### config.mk
export PLATFORM = sky130hd
export DESIGN_NAME = pmbg_bin_calc
export DESIGN_NICKNAME = d
export VERILOG_FILES = /design/src/rtl/pmbg_pkg.sv /design/src/rtl/pmbg_bin_calc.sv
export SDC_FILE = /design/constraint.sdc
export NUM_CORES = 2
export LEC_CHECK = 0
export ABC_CLOCK_PERIOD_IN_PS = 8100
export BUFFER_PORTS_ARGS = -buffer_cell sky130_fd_sc_hd__buf_2
export CORE_MARGIN = 1
export CORE_UTILIZATION = 55
export CTS_BUF_LIST = sky130_fd_sc_hd__clkbuf_4
export CTS_CLUSTER_SIZE = 25
export DETAILED_ROUTE_END_ITERATION = 6
export PLACE_DENSITY = 0.75
export SKIP_CTS_REPAIR_TIMING = 1
export SYNTH_ARGS = -nofsm -noshare
export SYNTH_HDL_FRONTEND = slang
export SYNTH_SLANG_ARGS = --single-unit
### constraint.sdc
create_clock -name clk -period 8.1 [get_ports clk]
set_input_delay 1.215 -clock clk [delete_from_list [all_inputs] [get_ports clk]]
set_output_delay 1.215 -clock clk [all_outputs]
set_load 0.02 [all_outputs]
### src/rtl/pmbg_pkg.sv
`default_nettype none

package pmbg_pkg;

    // operation codes on the command port
    localparam logic [1:0] OP_CLEAR = 2'd0;
    localparam logic [1:0] OP_ACCUM = 2'd1;
    localparam logic [1:0] OP_READ  = 2'd2;
    localparam logic [1:0] OP_NONE  = 2'd3;

    // configuration register indexes
    localparam logic [2:0] REG_MZ_LOW    = 3'd0;
    localparam logic [2:0] REG_MZ_HIGH   = 3'd1;
    localparam logic [2:0] REG_RT_LOW    = 3'd2;
    localparam logic [2:0] REG_RT_HIGH   = 3'd3;
    localparam logic [2:0] REG_MZ_SCALE  = 3'd4;
    localparam logic [2:0] REG_RT_SCALE  = 3'd5;
    localparam logic [2:0] REG_GRID_COLS = 3'd6;
    localparam logic [2:0] REG_GRID_ROWS = 3'd7;

    localparam int unsigned DATA_W  = 32;
    localparam int unsigned COUNT_W = 7;

    // memory port strobes
    typedef struct packed {
        logic rd_en;
        logic wr_en;
    } mem_ctrl_t;

endpackage

`default_nettype wire

### src/rtl/pmbg_bin_calc.sv
`default_nettype none

module pmbg_bin_calc #(
    parameter int unsigned MAX = 64,
    localparam int unsigned IDX_W = $clog2(MAX)
) (
    input  wire logic                             clk,
    input  wire logic [pmbg_pkg::DATA_W-1:0]      value,
    input  wire logic [pmbg_pkg::DATA_W-1:0]      low,
    input  wire logic [pmbg_pkg::DATA_W-1:0]      high,
    input  wire logic [pmbg_pkg::DATA_W-1:0]      scale,
    input  wire logic [pmbg_pkg::COUNT_W-1:0]     count,
    output logic                                  win,
    output logic [IDX_W-1:0]                      idx,
    output logic [IDX_W-1:0]                      last
);

    localparam int unsigned LIM_W = $clog2(MAX + 1);
    localparam int unsigned CW    = (LIM_W > pmbg_pkg::COUNT_W) ? LIM_W : pmbg_pkg::COUNT_W;
    localparam int unsigned PW    = 2 * pmbg_pkg::DATA_W;

    logic [CW-1:0]                   count_ext;
    logic [CW-1:0]                   span;
    logic [CW-1:0]                   span_last;
    logic [pmbg_pkg::DATA_W-1:0]     off_reg;
    logic                            win_reg;
    logic [PW-1:0]                   prod_reg;
    logic [pmbg_pkg::DATA_W:0]       rounded;
    logic [IDX_W-1:0]                idx_reg;

    // cells in use: zero acts as one, above the maximum acts as the maximum
    always_comb
    begin
        count_ext = CW'(count);
        if (count_ext == '0)
        begin
            span = CW'(1);
        end
        else if (count_ext > CW'(MAX))
        begin
            span = CW'(MAX);
        end
        else
        begin
            span = count_ext;
        end
        span_last = span - CW'(1);
    end

    assign last = span_last[IDX_W-1:0];

    // stage 1: window test and offset from the lower bound
    always_ff @(posedge clk)
    begin
        win_reg <= (value >= low) && (value <= high);
        off_reg <= value - low;
    end

    // stage 2: exact q32.32 product
    always_ff @(posedge clk)
    begin
        prod_reg <= PW'(off_reg) * PW'(scale);
    end

    // round half up, then saturate to the last cell
    assign rounded = {1'b0, prod_reg[PW-1:pmbg_pkg::DATA_W]}
                   + (pmbg_pkg::DATA_W + 1)'(prod_reg[pmbg_pkg::DATA_W-1]);

    always_ff @(posedge clk)
    begin
        if (rounded > (pmbg_pkg::DATA_W + 1)'(last))
        begin
            idx_reg <= last;
        end
        else
        begin
            idx_reg <= rounded[IDX_W-1:0];
        end
    end

    assign win = win_reg;
    assign idx = idx_reg;

endmodule

`default_nettype wire

# Word-level counts from Yosys, hierarchy flattened
# Cells that the tools add are included.
[word_totals] ff_bits=103 wordCells=17 out_inout_bits=13
[op_classes] mux=3 add_sub_neg=3 mul=1 n_reduce_logical=2 order_cmp=4
[op_table] op="$mul 32x32->64" n=1
[op_table] op="$add 32x1->33" n=1
[op_table] op="$gt 33x6->1" n=1
[op_table] op="$ge 32x32->1" n=1
[op_table] op="$le 32x32->1" n=1
[op_table] op="$sub 32x32->32" n=1
[op_table] op="$mux 6" n=3
[op_table] op="$gt 7x7->1 const B" n=1
[op_table] op="$logic_not 7->1" n=1
[op_table] op="$sub 6x1->6 const B" n=1
[op_table] op="$logic_and 1x1->1" n=1

# Depth between registers and ports, before layout
[depth] ltp_word=6 depth_mapped=29 depth_no_buf=28

# Worst setup path before layout
# Ideal clock, no wire load.
[synth_timing] path_type="input -> register" from="in scale[8] (netlist bit)" to="reg prod_reg[59]" stages=24 arrival_ns=7.894 slack_ns=0.076 n_path_buf=1 t_required_ns=7.969 setup_ns=0.131 cell_sequence="clkbuf_1 nand2_1 fa_1 fa_1 fa_1 fa_1 inv_1 fa_1 fa_1 fa_1 inv_1 fa_1 inv_1 ha_1 a21oi_1 o21ai_0 a311o_1 o221ai_1 a31oi_1 a21boi_1 a21oi_1 a41oi_1 o31ai_1 xor2_1"
[synth_via] elab_chain_len=1
[synth_rtl] element="start: declaration" line_no="pmbg_bin_calc.sv:11" text="input wire logic [pmbg_pkg::DATA_W-1:0] scale,"
[synth_rtl] element="$mul 32x32->64" line_no="pmbg_bin_calc.sv:62" text="prod_reg <= PW'(off_reg) * PW'(scale);"
[synth_rtl] element="end signal: assignment" line_no="pmbg_bin_calc.sv:62"
[synth_rtl] element="end: declaration" line_no="pmbg_bin_calc.sv:27" text="logic [PW-1:0] prod_reg;"
# Every way passes these cells.

# Worst setup path in the final report
[layout_timing] from="in scale[11] (netlist bit)" to="reg prod_reg[53]"
# Same word-level chain as after synthesis.

==> results.py <==
metrics = {
    "synth": {
        "yosysTopAreaCell": "fa_1",
        "yosysMostFrequentCell": "inv_1",
        "ys_top_cells_by_count": "947 x inv_1, 896 x fa_1, 610 x and2_1",
        "netlist_instances": 4168,
        "async_flop_share": 0,
        "synth_cell_types": 71,
        "synth.avg_cell_area_um2": 9.006,
        "syn_area_um2": 37540,
        "synth_top_area_frac": 0.4778,
        "ys_seq_area_frac": 0.03840,
        "ys_warn_count": 0,
        "ys.flop_type": "dfxtp_1",
        "yosys_register_bits": 72,
        "synthesis.nets": 5533,
        "synth.area.top_cells": "fa_1 48%, ha_1 11%, and2_1 10%",
        "synth_edf_count": 0,
    },
    "floorplan": {
        "ioPinCount": 149,
        "die_w_um": 263.3,
        "dieArea_um2": 69300,
        "coreArea_um2": 67400,
        "start_util": 0.5570,
        "fp.dieH_um": 263.3,
        "rows": 95,
    },
    "timing": {
        "tns_ns": 0,
        "fin_worst_skew_ns": 0.02673,
        "period_share": 0.9839,
        "max_slew_margin": 0.4885,
        "slew_viol_final": 0,
        "hold_viol": 0,
        "clock.fmax_ghz": 0.1255,
        "rsz0062_at_grt": "true",
        "whs_ns": 0.7152,
        "finalSetupViolations": 0,
        "worst_pin_slew_ns": 0.7662,
        "finalCriticalPeriod_ns": 7.969,
    },
    "clock_tree": {
        "clkTransAtPathRegs_ns": 0.14,
        "tritoncts.num_buffers": 9,
        "cts-root-buf": "clkbuf_4",
        "cts_sinks": 72,
        "cts.path.max_buffers": 2,
        "clk_latency_ns": 0.53,
        "cts_tree": "done",
        "h-tree-depth": 3,
    },
    "finish": {
        "nFillCells": 5728,
        "fin_nets": 5689,
        "largest_reg_flops": 33,
        "regArea_um2": 1444,
        "final_layout_size_suffix_gt1_frac": 0.09471,
        "area_growth_pct": 7.896,
        "multi_input_area_um2": 31900,
        "fin_util": 0.6010,
    },
    "drt": {
        "postRouteWirelength_um": 92340,
        "first_pass_iters": 7,
        "first_iter_violations": 1911,
        "drcViolationCount": 0,
        "vias": 28320,
        "ant_nets": 0,
        "viasPerCell": 5.442,
        "wl_per_cell_um": 17.74,
    },
    "placement": {
        "dp_hpwl_um": 80530,
        "io_buffer_count": 148,
        "gp_congestion": 0.9310,
    },
    "setup_path": {
        "worstPathRequired_ns": 8.52,
        "cp_common_cell": "fa_1",
        "worst-setup-path-type": "primary input to flip-flop",
        "critPathCaptureType": "flip-flop",
        "path_max_fanout": 12,
        "max_stage_delay_ns": 0.55,
        "critPathLaunchType": "primary input",
        "critPathArrivalTime_ns": 8.39,
        "cp_slowest_cell": "fa_1",
    },
    "grt": {
        "grt_max_degree": 31,
        "globalRouteTotalUtil": 0.2797,
        "grt_pass1_wl_um": 154900,
        "grt-ovfl-total": 0,
        "grt_pass1_vias": 30230,
        "grt_antenna_before_repair": 3,
    },
    "outcome": {
        "status": "finished clean",
    },
    "flow_run": {
        "max_cap_violations": 0,
    },
    "hold_path": {
        "min_path_type": "flip-flop to flip-flop",
    },
}
==> metrics by stage <==
stage                     cells  area (um2)  setup WS, ns
after floorplan            4168       37540       0.07572
after global placement     5185       40130       -0.4534
after detailed placement   5185       40130       -0.6159
after CTS                  5201       40320      -0.03506
after global routing       5204       40500      -0.08219
final                      5204       40500        0.1308
==> placed cells by master (no fill, tap or decap), drive strengths merged, types with 14 or more instances in the layout <==
master	count
inv	947
nand3	24
fa	896
nor3	24
dfxtp	72
nor2	71
o21ai	51
a21o	57
a21oi	92
and2	611
o21a	16
nand4	32
ha	333
xor2	29
xnor2	42
nor2b	14
nand2	484
buf	347
and3	16
==> layer usage <==
metal | wire length [um] | vias to the layer above | track usage
met5 | 0 | - | 0
met4 | 3973 | 0 | 0.1147
met3 | 5235 | 199 | 0.02815
met2 | 46750 | 932 | 0.4829
met1 | 36380 | 14530 | 0.3607
li1 | - | 12660 | -
==> cell families after synthesis <==
| group | share of synthesized area |
|---|---|
| adder cells (fa/ha/maj) | 0.5888 |
| buffers and inverters | 0.1153 |
| flip-flops | 0.03840 |
| AND/OR/NAND/NOR | 0.1824 |
| AO/OA/AOI/OAI | 0.05620 |
| XOR/XNOR | 0.01657 |
| multiplexers | 0.002333 |
==> layout make-up <==
type                    instances  area share
clock inverters                 7    0.002966
multi-input cells            2944      0.7875
repair buffers                350     0.05734
inverters                     947     0.08776
diodes                          2   0.0001236
well taps                     873     0.02697
clock buffers                   9    0.001668
flip-flops and latches         72     0.03565
==> critical path: cells and delay by family <==
kind	cells	cell delay [ns]
xor+xnor	1	0.17
compound gates	5	1.00
buf+inv	6	0.64
simple gates	5	1.00
fa+ha+maj	9	4.36
==> worst paths after layout <==
kind	start	depth (start not counted)	end	slack (ns)
min	prod_reg[32]$_DFF_P_	2	idx[0]$_DFF_P_	0.72
min reg2reg	prod_reg[32]$_DFF_P_	2	idx[0]$_DFF_P_	0.72
max	scale[11]	26	prod_reg[53]$_DFF_P_	0.13
max reg2reg	off_reg[23]$_DFF_P_	24	prod_reg[53]$_DFF_P_	0.21
Power is left out: the tool's default activity adds up to more than one toggle a clock period on the data nets, which glitch-free logic cannot reach.
